File: src/sv/hlw1_pkg.sv
package hlw1_pkg;

  // Event kinds carried on the input channel's tuser
  typedef enum logic [2:0] {
    EV_FRAME   = 3'd0,
    EV_TICK    = 3'd1,
    EV_TX      = 3'd2,
    EV_ENABLE  = 3'd3,
    EV_DISABLE = 3'd4
  } kind_t;

  // Received frame types; codes above FT_OTHER count as other
  typedef enum logic [2:0] {
    FT_I     = 3'd0,
    FT_RR    = 3'd1,
    FT_UA    = 3'd2,
    FT_DM    = 3'd3,
    FT_OTHER = 3'd4
  } frame_type_t;

  typedef enum logic [1:0] {
    SEND_I    = 2'd0,
    SEND_RR   = 2'd1,
    SEND_SABM = 2'd2
  } send_type_t;

  typedef enum logic [1:0] {
    STAT_OK      = 2'd0,
    STAT_BUSY    = 2'd1,
    STAT_DOWN    = 2'd2,
    STAT_IGNORED = 2'd3
  } status_t;

  typedef enum logic [1:0] {
    MODE_DISABLED = 2'd0,
    MODE_RESET    = 2'd1,
    MODE_AWAIT_UA = 2'd2,
    MODE_UP       = 2'd3
  } link_mode_t;

  // Configuration register indexes
  localparam logic [2:0] CFG_CHANNEL     = 3'd0;
  localparam logic [2:0] CFG_KEEPALIVE   = 3'd1;
  localparam logic [2:0] CFG_RETRANSMIT  = 3'd2;
  localparam logic [2:0] CFG_MAX_RETX    = 3'd3;
  localparam logic [2:0] CFG_MAX_KA      = 3'd4;

  localparam logic [15:0] KEEPALIVE_RESET  = 16'd1000;
  localparam logic [15:0] RETRANSMIT_RESET = 16'd200;
  localparam logic [7:0]  MAX_RETX_RESET   = 8'd3;
  localparam logic [7:0]  MAX_KA_RESET     = 8'd3;

  localparam logic [2:0]  SEQ_RESET = 3'd7;

  typedef struct packed {
    logic [3:0]  channel_number;
    logic [15:0] keepalive_ticks;
    logic [15:0] retransmit_ticks;
    logic [7:0]  max_retransmits;
    logic [7:0]  keepalive_limit;
  } cfg_t;

  typedef struct packed {
    logic       has_payload;
    logic       cr_bit;
    logic [3:0] frame_channel;
    logic [2:0] frame_nr;
    logic [2:0] frame_ns;
    logic       frame_short;
    logic [2:0] frame_type;
    logic [2:0] kind;
  } evt_t;

  typedef struct packed {
    logic [1:0] link_state;
    logic       can_send;
    logic [1:0] status;
    logic       deliver_cr;
    logic       deliver;
    logic       send_payload;
    logic       send_cr;
    logic [2:0] send_nr;
    logic [2:0] send_ns;
    logic [1:0] send_type;
    logic       send_valid;
  } res_t;

endpackage

File: src/sv/hdlc_link_window1_controller.sv
// Link controller for an HDLC-style balanced link with a send window of one
// I-frame and modulo-8 sequence numbers. Each request on the input stream is
// one event (received frame, timer tick, transmit request, enable, disable)
// and yields exactly one result: the descriptor of a frame to send (SABM, RR
// or I-frame), a delivery flag for received user data, a status code, the
// can-send flag and the link state. The block takes one event per clock
// while the result side is not stalled; an accepted event waits in the input
// register, then one pass of next-state logic writes its result into the
// result register once that register is free, and it is offered from there.
// The input register takes one more event while a result waits to be
// taken; in_tready then drops until the result side moves, so a stall on
// the result side holds at most one more event.
// Configuration registers are written through the cfg_ port and must only
// change while no event is in flight; cfg_ready is always high.
module hdlc_link_window1_controller #(
  parameter int TIMER_WIDTH = 16
) (
  input  logic        clk,
  input  logic        rst_n,
  // tdata: frame_type[2:0], frame_short[3], frame_ns[6:4], frame_nr[9:7],
  //        frame_channel[13:10], cr_bit[14], has_payload[15]
  input  logic [15:0] in_tdata,
  // tuser: kind[2:0]
  input  logic [2:0]  in_tuser,
  input  logic        in_tvalid,
  output logic        in_tready,
  // tdata: send_valid[0], send_type[2:1], send_ns[5:3], send_nr[8:6],
  //        send_cr[9], send_payload[10], deliver[11], deliver_cr[12],
  //        status[14:13], can_send[15], link_state[17:16], zero[23:18]
  output logic [23:0] out_tdata,
  output logic        out_tvalid,
  input  logic        out_tready,
  input  logic        cfg_valid,
  output logic        cfg_ready,
  input  logic [2:0]  cfg_index,
  input  logic [15:0] cfg_data
);
  import hlw1_pkg::*;

  cfg_t  cfg;
  evt_t  evt_r;
  logic  in_valid_r;
  res_t  res;
  res_t  out_r;
  logic  out_valid_r;
  logic  advance;

  assign cfg_ready = 1'b1;

  hlw1_cfg_regs u_cfg (
    .clk      (clk),
    .rst_n    (rst_n),
    .wr_en    (cfg_valid),
    .wr_index (cfg_index),
    .wr_data  (cfg_data),
    .cfg      (cfg)
  );

  // Move the held event into the result register when that slot is free
  // or is being emptied this cycle.
  assign advance   = in_valid_r && (!out_valid_r || out_tready);
  assign in_tready = !in_valid_r || advance;

  always_ff @(posedge clk) begin
    if (!rst_n) begin
      in_valid_r <= 1'b0;
    end else if (in_tvalid && in_tready) begin
      in_valid_r <= 1'b1;
    end else if (advance) begin
      in_valid_r <= 1'b0;
    end
  end

  // Capture the request payload
  always_ff @(posedge clk) begin
    if (in_tvalid && in_tready) begin
      evt_r <= {in_tdata, in_tuser};
    end
  end

  // Link state and the next-state pass; state updates when the event advances
  hlw1_link_fsm #(
    .TIMER_WIDTH (TIMER_WIDTH)
  ) u_fsm (
    .clk   (clk),
    .rst_n (rst_n),
    .fire  (advance),
    .evt   (evt_r),
    .cfg   (cfg),
    .res   (res)
  );

  always_ff @(posedge clk) begin
    if (!rst_n) begin
      out_valid_r <= 1'b0;
    end else if (advance) begin
      out_valid_r <= 1'b1;
    end else if (out_tready) begin
      out_valid_r <= 1'b0;
    end
  end

  always_ff @(posedge clk) begin
    if (advance) begin
      out_r <= res;
    end
  end

  assign out_tvalid = out_valid_r;
  assign out_tdata  = {6'd0, out_r};

`ifndef SYNTHESIS
  // An advancing event always lands in the result register
  a_advance_fills: assert property (@(posedge clk) disable iff (!rst_n)
    advance |=> out_valid_r)
    else $error("advanced event did not reach the result register");

  // Send descriptor fields stay zero when nothing is sent
  a_send_zero: assert property (@(posedge clk) disable iff (!rst_n)
    (out_valid_r && !out_r.send_valid) |->
      (out_r.send_type == 2'd0 && out_r.send_ns == 3'd0 && out_r.send_nr == 3'd0 &&
       out_r.send_cr == 1'b0 && out_r.send_payload == 1'b0))
    else $error("send fields set without send_valid");

  // can_send only while the link is up
  a_can_send_up: assert property (@(posedge clk) disable iff (!rst_n)
    (out_valid_r && out_r.can_send) |-> (out_r.link_state == MODE_UP))
    else $error("can_send outside link up");

  // deliver_cr stays low unless data is delivered
  a_deliver_cr: assert property (@(posedge clk) disable iff (!rst_n)
    (out_valid_r && !out_r.deliver) |-> !out_r.deliver_cr)
    else $error("deliver_cr without deliver");
`endif

endmodule

File: src/sv/hlw1_cfg_regs.sv
module hlw1_cfg_regs (
  input  logic               clk,
  input  logic               rst_n,
  input  logic               wr_en,
  input  logic [2:0]         wr_index,
  input  logic [15:0]        wr_data,
  output hlw1_pkg::cfg_t     cfg
);
  import hlw1_pkg::*;

  cfg_t cfg_r;

  always_ff @(posedge clk) begin
    if (!rst_n) begin
      cfg_r.channel_number   <= 4'd0;
      cfg_r.keepalive_ticks  <= KEEPALIVE_RESET;
      cfg_r.retransmit_ticks <= RETRANSMIT_RESET;
      cfg_r.max_retransmits  <= MAX_RETX_RESET;
      cfg_r.keepalive_limit  <= MAX_KA_RESET;
    end else if (wr_en) begin
      unique case (wr_index)
        CFG_CHANNEL:    cfg_r.channel_number   <= wr_data[3:0];
        CFG_KEEPALIVE:  cfg_r.keepalive_ticks  <= wr_data;
        CFG_RETRANSMIT: cfg_r.retransmit_ticks <= wr_data;
        CFG_MAX_RETX:   cfg_r.max_retransmits  <= wr_data[7:0];
        CFG_MAX_KA:     cfg_r.keepalive_limit  <= wr_data[7:0];
        default: ;  // drop writes to unmapped indexes
      endcase
    end
  end

  assign cfg = cfg_r;

endmodule

File: src/sv/hlw1_link_fsm.sv
module hlw1_link_fsm #(
  parameter int TIMER_WIDTH = 16
) (
  input  logic            clk,
  input  logic            rst_n,
  input  logic            fire,
  input  hlw1_pkg::evt_t  evt,
  input  hlw1_pkg::cfg_t  cfg,
  output hlw1_pkg::res_t  res
);
  import hlw1_pkg::*;

  localparam int EW = (TIMER_WIDTH > 16) ? TIMER_WIDTH : 16;
  localparam logic [EW-1:0] TMAX = EW'({TIMER_WIDTH{1'b1}});

  link_mode_t              mode_r, mode_nxt;
  logic [2:0]              lss_r, lss_nxt;     // local send sequence
  logic [2:0]              prs_r, prs_nxt;     // peer receive sequence
  logic [2:0]              pss_r, pss_nxt;     // peer send sequence
  logic [7:0]              rtx_r, rtx_nxt;
  logic [7:0]              ka_r, ka_nxt;
  logic [TIMER_WIDTH-1:0]  timer_r, timer_nxt;
  logic                    held_valid_r, held_valid_nxt;
  logic                    held_cr_r, held_cr_nxt;
  logic                    held_data_r, held_data_nxt;

  logic [EW-1:0]           ka_ext, rt_ext;
  logic [TIMER_WIDTH-1:0]  ka_load, rt_load;

  // Saturate timer loads to the timer width
  assign ka_ext  = EW'(cfg.keepalive_ticks);
  assign rt_ext  = EW'(cfg.retransmit_ticks);
  assign ka_load = (ka_ext > TMAX) ? TMAX[TIMER_WIDTH-1:0] : ka_ext[TIMER_WIDTH-1:0];
  assign rt_load = (rt_ext > TMAX) ? TMAX[TIMER_WIDTH-1:0] : rt_ext[TIMER_WIDTH-1:0];

  always_ff @(posedge clk) begin
    if (!rst_n) begin
      mode_r       <= MODE_DISABLED;
      lss_r        <= SEQ_RESET;
      prs_r        <= 3'd0;
      pss_r        <= 3'd0;
      rtx_r        <= 8'd0;
      ka_r         <= 8'd0;
      timer_r      <= '0;
      held_valid_r <= 1'b0;
      held_cr_r    <= 1'b0;
      held_data_r  <= 1'b0;
    end else if (fire) begin
      mode_r       <= mode_nxt;
      lss_r        <= lss_nxt;
      prs_r        <= prs_nxt;
      pss_r        <= pss_nxt;
      rtx_r        <= rtx_nxt;
      ka_r         <= ka_nxt;
      timer_r      <= timer_nxt;
      held_valid_r <= held_valid_nxt;
      held_cr_r    <= held_cr_nxt;
      held_data_r  <= held_data_nxt;
    end
  end

  always_comb begin
    logic retry;
    logic resend;
    logic sabm;
    logic [8:0] rtx_inc;
    logic [8:0] ka_inc;

    mode_nxt       = mode_r;
    lss_nxt        = lss_r;
    prs_nxt        = prs_r;
    pss_nxt        = pss_r;
    rtx_nxt        = rtx_r;
    ka_nxt         = ka_r;
    timer_nxt      = timer_r;
    held_valid_nxt = held_valid_r;
    held_cr_nxt    = held_cr_r;
    held_data_nxt  = held_data_r;
    res            = '0;
    res.status     = STAT_OK;
    retry          = 1'b0;
    resend         = 1'b0;
    sabm           = 1'b0;
    rtx_inc        = {1'b0, rtx_r} + 9'd1;
    ka_inc         = {1'b0, ka_r} + 9'd1;

    case (evt.kind)
      EV_FRAME: begin
        if (mode_r == MODE_DISABLED || evt.frame_short) begin
          res.status = STAT_IGNORED;
        end else begin
          if (mode_r == MODE_RESET) begin
            if (evt.frame_type == FT_DM) sabm = 1'b1;
            else res.status = STAT_IGNORED;
          end else if (mode_r == MODE_AWAIT_UA) begin
            if (evt.frame_type == FT_UA) begin
              mode_nxt  = MODE_UP;
              timer_nxt = ka_load;
            end else if (evt.frame_type == FT_DM) begin
              sabm = 1'b1;
            end else begin
              res.status = STAT_IGNORED;
            end
          end else begin
            if (evt.frame_type == FT_I) begin
              timer_nxt      = ka_load;
              prs_nxt        = evt.frame_nr;
              pss_nxt        = evt.frame_ns;
              res.send_valid = 1'b1;
              res.send_type  = SEND_RR;
              res.send_nr    = 3'(evt.frame_ns + 3'd1);
            end else if (evt.frame_type == FT_RR) begin
              prs_nxt = evt.frame_nr;
              if (3'(lss_r + 3'd1) != evt.frame_nr) begin
                retry = 1'b1;
              end else begin
                rtx_nxt   = 8'd0;
                ka_nxt    = 8'd0;
                timer_nxt = ka_load;
              end
            end else if (evt.frame_type == FT_DM) begin
              sabm = 1'b1;
            end else begin
              res.status = STAT_IGNORED;
            end
          end
          if (evt.frame_type == FT_I && evt.frame_channel == cfg.channel_number &&
              evt.has_payload) begin
            res.deliver    = 1'b1;
            res.deliver_cr = evt.cr_bit;
          end
        end
      end
      EV_TICK: begin
        if (timer_r != '0) begin
          timer_nxt = timer_r - TIMER_WIDTH'(1);
          if (timer_r == TIMER_WIDTH'(1) && mode_r == MODE_UP) begin
            if (3'(lss_r + 3'd1) != prs_r) begin
              retry = 1'b1;
            end else if (ka_inc > {1'b0, cfg.keepalive_limit}) begin
              mode_nxt = MODE_RESET;
              lss_nxt  = SEQ_RESET;
              prs_nxt  = 3'd0;
              pss_nxt  = 3'd0;
              rtx_nxt  = 8'd0;
              ka_nxt   = 8'd0;
            end else begin
              // empty keepalive I-frame
              ka_nxt         = ka_inc[7:0];
              held_valid_nxt = 1'b1;
              held_cr_nxt    = 1'b1;
              held_data_nxt  = 1'b0;
              lss_nxt        = 3'(lss_r + 3'd1);
              resend         = 1'b1;
            end
          end
        end
      end
      EV_TX: begin
        if (evt.has_payload) begin
          if (mode_r != MODE_UP) begin
            res.status = STAT_DOWN;
          end else if (3'(lss_r + 3'd1) != prs_r) begin
            res.status = STAT_BUSY;
          end else begin
            held_valid_nxt = 1'b1;
            held_cr_nxt    = evt.cr_bit;
            held_data_nxt  = 1'b1;
            lss_nxt        = 3'(lss_r + 3'd1);
            resend         = 1'b1;
          end
        end
      end
      EV_ENABLE: sabm = 1'b1;
      EV_DISABLE: begin
        mode_nxt  = MODE_DISABLED;
        timer_nxt = '0;
      end
      default: ;
    endcase

    if (sabm) begin
      lss_nxt        = SEQ_RESET;
      prs_nxt        = 3'd0;
      pss_nxt        = 3'd0;
      rtx_nxt        = 8'd0;
      ka_nxt         = 8'd0;
      mode_nxt       = MODE_AWAIT_UA;
      res.send_valid = 1'b1;
      res.send_type  = SEND_SABM;
      res.send_cr    = 1'b1;
    end

    // Retry: resend the held frame or drop the link when out of retries
    if (retry) begin
      if (rtx_inc > {1'b0, cfg.max_retransmits}) begin
        mode_nxt = MODE_RESET;
        lss_nxt  = SEQ_RESET;
        prs_nxt  = 3'd0;
        pss_nxt  = 3'd0;
        rtx_nxt  = 8'd0;
        ka_nxt   = 8'd0;
      end else begin
        rtx_nxt = rtx_inc[7:0];
        resend  = 1'b1;
      end
    end

    if (resend && held_valid_nxt) begin
      timer_nxt        = rt_load;
      res.send_valid   = 1'b1;
      res.send_type    = SEND_I;
      res.send_ns      = lss_nxt;
      res.send_nr      = 3'(pss_nxt + 3'd1);
      res.send_cr      = held_cr_nxt;
      res.send_payload = held_data_nxt;
    end

    res.can_send   = (mode_nxt == MODE_UP) && (3'(lss_nxt + 3'd1) == prs_nxt);
    res.link_state = mode_nxt;
  end

endmodule

File: config.mk
export PLATFORM = sky130hd
export DESIGN_NAME = hdlc_link_window1_controller
export DESIGN_NICKNAME = d
export VERILOG_FILES = /design/src/sv/hlw1_pkg.sv /design/src/sv/hdlc_link_window1_controller.sv /design/src/sv/hlw1_cfg_regs.sv /design/src/sv/hlw1_link_fsm.sv
export SDC_FILE = /design/constraint.sdc
export NUM_CORES = 1
export LEC_CHECK = 0
export BUFFER_PORTS_ARGS = -buffer_cell sky130_fd_sc_hd__buf_2
export CORE_MARGIN = 2
export CORE_UTILIZATION = 45
export CTS_CLUSTER_SIZE = 12
export DETAILED_ROUTE_END_ITERATION = 8
export PLACE_DENSITY = 0.64
export RECOVER_POWER = 50
export SLEW_MARGIN = 15
export SYNTH_ARGS = -nofsm -noshare
export SYNTH_HDL_FRONTEND = slang
export SYNTH_SLANG_ARGS = --single-unit
File: constraint.sdc
create_clock -name clk -period 4 [get_ports clk]
set_input_delay 0 -clock clk [delete_from_list [all_inputs] [get_ports clk]]
set_output_delay 0 -clock clk [all_outputs]
set_load 0.1 [all_outputs]
==> After elaboration in Yosys (flattened, before gate mapping) <==
Index checks and enable logic that the tools add are counted.
{ "totals": {"out_inout_bits": 27, "rom_bits": 0, "latch_bits": 0, "wordCells": 288, "ramBits": 0, "ff_bits": 137, "memories": 0} }
{ "op_classes": {"n_addsub": 7, "div_mod_pow": 0, "magnitude_cmp": 4, "shift": 0, "mux": 169, "n_eq_ne": 37, "reduce_logical": 32, "multipliers": 0, "n_bitwise": 2} }
{ "ops": {"columns": ["op", "n"], "rows": [
  ["8-bit two-way mux", 26],
  ["16-bit two-way mux", 11],
  ["3-bit two-way mux", 43],
  ["1-bit two-way mux", 53],
  ["16-bit one-hot mux with 3 select lines", 1],
  ["2-bit two-way mux", 21],
  ["16-bit greater-than comparator (second input constant)", 2],
  ["8-bit one-hot mux with 2 select lines", 2],
  ["4-bit inequality test (second input constant)", 7],
  ["8-bit by 1-bit adder with 9-bit output (second input constant)", 2],
  ["3-bit by 2-bit == test with 1-bit output (second input constant)", 6],
  ["9-bit by 8-bit greater-than comparator with 1-bit output", 2],
  ["3-bit one-hot mux with 2 select lines", 3],
  ["16-bit by 1-bit == test with 1-bit output (second input constant)", 1],
  ["4-bit by 1-bit inequality test with 1-bit output (second input constant)", 4],
  ["16-bit nonzero test", 1],
  ["16-bit by 1-bit subtractor with 16-bit output (second input constant)", 1],
  ["3-bit by 1-bit adder with 3-bit output (second input constant)", 4],
  ["1-bit one-hot mux with 2 select lines", 6],
  ["12-bit AND reduction", 1],
  ["10-bit two-way mux", 1],
  ["2-bit AND reduction", 5],
  ["3-bit by 1-bit == test with 1-bit output (second input constant)", 3],
  ["3-bit zero test", 3],
  ["other kinds (24)", 42]
]} }

==> Logic depth before layout (Yosys ltp) <==
{ "logic_depth": {"word_depth": 14, "ltp_mapped": 19, "mapped_depth_nobuf": 18} }

==> By module <==
A second synthesis with hierarchy kept.
{ "hier_totals": {"hier_cells": 816, "hier_area_um2": 7408.4} }
{ "by_module_without_submodules": {"columns": ["mod", "cells_each", "seq_area_each_um2", "instances", "area_per_inst_um2"], "rows": [
  ["hlw1_link_fsm", 560, 920.9, 1, 4073.9],
  ["hlw1_cfg_regs", 201, 1041.0, 1, 2059.5],
  ["hdlc_link_window1_controller", 55, 1151.1, 1, 1275.0]
]} }

==> Least setup slack after synthesis <==
OpenSTA, ideal clock, no wires.
{ "synth_timing": {"path_type": "reg-to-reg", "start": "register u_fsm.ka_r[0]", "end": "register out_r (netlist bit out_tdata[15]) (data pin)", "path_slack_ps": 98, "period_less_slack_ps": 3902, "setup_time_ps": 174, "t_arrival_ps": 3727, "stages_incl_launch_ff": 19, "required_time_ps": 3826, "cell_sequence": "dfxtp_1 > ha_1 > and3_1 > clkbuf_1 > nand3_1 > xnor2_1 > ha_1 > and3_1 > and3_1 > a211oi_1 > nor2_1 > a21oi_1 > mux2i_1 > and2_1 > inv_1 > ha_1 > nor4b_1 > o21ai_0 > a311oi_1"} }
{ "synth_lines": {"columns": ["item", "line", "rtl"], "rows": [
  ["start: declaration", "hlw1_link_fsm.sv:21", "logic [7:0] ka_r, ka_nxt;"],
  ["start signal: assignment", "hlw1_link_fsm.sv:54", "ka_r <= ka_nxt;"],
  ["end signal: assignment", "hdlc_link_window1_controller.sv:105", "out_r <= res;"],
  ["end: declaration", "hdlc_link_window1_controller.sv:44", "res_t out_r;"]
]} }

==> metrics.md <==
| Metric | Value |
|---|---|
| CP max stage delay | 0.37 ns |
| CP endpoint | out_tdata[15]$_DFFE_PP_ |
| Number of DRC markers in iteration 0 | 481 |
| Max Cap Viol | 1 |
| Critical path depth | 17 |
| FF-to-FF End | out_tdata[15]$_DFFE_PP_ |
| Worst path cell trace | ha_2, and3_2, nand3_1, xnor2_2, ha_1, a21o_1, a211oi_2, a211oi_2, nor2_1, a21oi_1, mux2i_1, and2_4, inv_1, ha_1, nor4b_1, o21ai_0, a311oi_1 |
| Vias in the first global route | between 5000 and 6000 |
| Gate power share | 11.7% |
| Required @ worst endpoint | approximately 4.3 ns |
| Hpwl dp | 12.6 mm |
| Gr usage total | between 20 and 25% |
| Setup crit start kind | flip-flop |
| Largest net degree at the start of global routing | 66 |
| Outcome | complete, but fails checks |
| Core ar. | 0.0159 mm2 |
| Clk buf depth | 2 |
| Global-route wire length before repair | 30.4 mm |
| R2R depth | 17 |
| Min-delay worst type | input port to flip-flop |
| Ys flop type | dfxtp_1 |
| Fin. max-slew vios | 66 |
| CP Capture Type | flip-flop |
| Number of library cell types mapped by synthesis | 63 |
| Grt ovf | 0 |
| Via/cell ratio | 5.37 |
| GP Congestion | 0.918 |
| Share of cells above drive strength 1 | about an eighth |
| Slew at the pin with the worst max-slew slack | 2.64 ns |
| Clk_lat worst skew | 0.43 ns |
| Pwr dens | 391 mW/mm2 |
| Switching Share | 25.5% |
| Cell count after placement | 1096 |
| Register area share after synthesis | between 40% and 50% |
| Crit Reg-Reg Startpoint | u_fsm.ka_r[1]$_SDFFE_PN0P_ |
| Avg Synthesized Cell Area | 8.73 um2 |
| I/O pin cnt | 70 |
| Cell Area, Synth | 0.00729 mm2 |
| Site Rows | 46 |
| WL per Instance | roughly 16 um |
| P_leak | approximately 3.5 nW |
| Initial antenna violation count | 0 |
| Initial Util | roughly 46% |
| Routed WL | between 15 and 20 mm |
| Sink Count | 137 |
| Clock transition at path regs | 0.06 ns |
| Ys async rst share | 0% |
| Antenna viol nets, final | 0 |
| RSZ-0062 raised after global routing | false |
| Crit path kind | flip-flop to flip-flop |
| CP max FO | 5 |
| Yosys warnings | 0 |
| TritonCTS clock tree | done |
| Skew final | 0.0106 ns |
| Final setup fails | 0 |
| Die ar. | about 0.017 mm2 |
| P&R area growth vs syn | 22.2% |
| Fin crit share | 94.9% |
| Maximum VDD drop | approximately 0.27 mV |
| Power Internal | 0.00260 W |
| Sw power | 0.000890 W |
| CP max-delay cell | dfxtp_1 |
| Post-Syn Instances | 836 |
| Non-Filler Instances | 1167 |
| Layout fillers | 1487 |
| Htree depth | 4 |
| Flop pwr share | 42.8% |
| DRC Markers | 0 |
| Routed via count | 6268 |
| Die X | around 130 um |
| Fin crit period | between 3 and 4 ns |
| Achievable Freq | 0.263 GHz |
| Port bufs | 62 |
| Reg-to-reg setup timing slack | roughly 0.2 ns |
| Final Core Density | a little under three fifths |
| Final Hold Fails | 0 |
| Root Driver | clkbuf_16 |
| Pre-antenna DRT Iters | 5 |
| Final nets | 1005 |
| Final setup TNS | 0 ns |
| Num CTS Buffers | 17 |
| Violated checks | max-capacitance violations, max-slew violations |
| Area of placed instances | 0.00789 mm2 |
| Buf+Inv Stages, Crit Path | 1 |
| Setup crit start | u_fsm.ka_r[1]$_SDFFE_PN0P_ |
| Share of total power in the clock network | a little under half |
| Post-synthesis register bit count | 137 |
| Design area | 0.00891 mm2 |
| Critical path arrival | 4.05 ns |
| N_diodes | 0 |
| Die Ht | 131 um |
| EDFF count, synth | 37 |
| Slew headroom | -76.0% |
| Delay-heaviest family, CP | simple AND/OR/NAND/NOR gates |
## per-layer routing
metal	GRT usage (%)	share of wire (%)	vias up
met4	7.61	1.8	0
met2	33.0	43	184
met5	0	0	-
met3	4.09	5.3	21
li1	-	-	3142
met1	31.9	50	2921
## stage by stage
stage / setup slack, ns / power, W / hold WS, ns
after CTS: 0.0158 / 0.00350 / 0.103
final: 0.203 / 0.00349 / 0.0951
after global placement: 0.173 / 0.00189 / 0.176
after floorplan: 0.0984 / 0.00179 / 0.0989
after global routing: 0.00281 / 0.00360 / 0.172
after detailed placement: 0.0214 / 0.00189 / 0.178
## registers in the layout, summed over array words and instances (netlist names)
signal              cells
u_cfg.cfg              52
evt_r                  19
out_tdata              18
u_fsm.timer_r          16
u_fsm.ka_r              8
u_fsm.rtx_r             8
u_fsm.lss_r             3
u_fsm.prs_r             3
u_fsm.pss_r             3
u_fsm.mode_r            2
in_valid_r              1
out_tvalid              1
u_fsm.held_cr_r         1
u_fsm.held_data_r       1
u_fsm.held_valid_r      1
## power groups by stage
stage,combinational (W),clock (W),sequential [W]
finish,0.000407,0.00159,0.00149
global route,0.000440,0.00166,0.00150
CTS,0.000403,0.00161,0.00149
detailed placement,0.000372,0,0.00152
global placement,0.000371,0,0.00152
floorplan,0.000225,0,0.00157
## worst reg2reg max path, stage by stage, from the launching register on
cell	delay (ns)
dfxtp_1	0.37
ha_2	0.23
and3_2	0.24
nand3_1	0.13
xnor2_2	0.17
ha_1	0.29
a21o_1	0.19
a211oi_2	0.24
a211oi_2	0.06
nor2_1	0.15
a21oi_1	0.10
mux2i_1	0.20
and2_4	0.18
inv_1	0.04
ha_1	0.33
nor4b_1	0.33
o21ai_0	0.12
a311oi_1	0.26
## cell usage after synthesis (all sizes together) (6+ instances only)
library cell / instances / area share (%)
nand2: 169 / 8.7
dfxtp: 100 / 27
a21boi: 68 / 7.0
clkbuf: 40 / 2.1
edfxtp: 37 / 15
nor2: 37 / 1.9
inv: 35 / 1.8
nand3: 28 / 1.9
o211ai: 25 / 2.6
a21oi: 24 / 1.7
ha: 24 / 4.1
o21ai: 20 / 1.4
xor2: 19 / 2.3
xnor2: 18 / 2.2
nor2b: 17 / 1.5
a22oi: 16 / 1.6
and3: 13 / 1.1
nand4: 12 / 1.2
nor3: 11 / 0.75
and2: 10 / 0.86
a21o: 9 / 0.93
buf: 9 / 0.86
nand3b: 8 / 0.82
nor4: 7 / 0.81
a211oi: 6 / 0.69
mux2i: 6 / 0.82
or3: 6 / 0.51
## cells in the final DEF, fill, tap and decap left out, drive strengths merged, types with 28 or more instances in the layout
cell type | synthesis | layout
edfxtp | 37 | 37
dlygate4sd3 | 0 | 38
a21boi | 68 | 68
nand2 | 169 | 169
dfxtp | 100 | 100
nor2 | 37 | 37
inv | 35 | 37
nand3 | 28 | 28
buf | 9 | 66
clkbuf | 40 | 42
## cell families after synthesis
group | after synthesis | share of synthesized area [%]
xor gates and xnor gates | 39 | 5.06
AOI/OAI and AO/OA | 204 | 20.0
DFF | 137 | 42.7
buffers and inverters | 84 | 4.72
muxes | 7 | 0.978
other | 2 | 0.103
adders and majority gates | 24 | 4.12
and+or+nand+nor | 339 | 22.3
## layout make-up
class | count | area (um2) | share of cell area (%)
clock buffer | 19 | 443 | 4.97
clock inverter | 13 | 150 | 1.68
timing repair buffer | 127 | 860 | 9.65
sequential | 137 | 3120 | 35.0
multi-input combinational | 620 | 3940 | 44.2
tap | 216 | 270 | 3.03
inverter | 35 | 131 | 1.47
## repair_timing
item / CTS / global route
pin swaps: 0 / 4
endpoints found under the hold margin: 73 / 0
gates resized for setup: 1 / 16
hold buffers: 38 / 0
gates cloned: 0 / 0
setup endpoints to repair: 1 / 9
buffers inserted: 0 / 1
## how the worst min path moves through the flow
stage / startpoint / endpoint / slack, ns / cells after the start
final: cfg_index[2] / u_cfg.cfg[0]$_SDFFE_PN1P_ / 0.1 / 4
after global routing: cfg_index[2] / u_cfg.cfg[0]$_SDFFE_PN1P_ / 0.17 / 4
after CTS: cfg_index[2] / u_cfg.cfg[0]$_SDFFE_PN1P_ / 0.10 / 4
after detailed placement: in_tdata[14] / evt_r[17]$_DFFE_PP_ / 0.18 / 1
after global placement: in_tdata[13] / evt_r[16]$_DFFE_PP_ / 0.18 / 1
after floorplan: in_tuser[0] / evt_r[0]$_DFFE_PP_ / 0.1 / 0
Note: power is estimated with default switching activity, not from simulation.
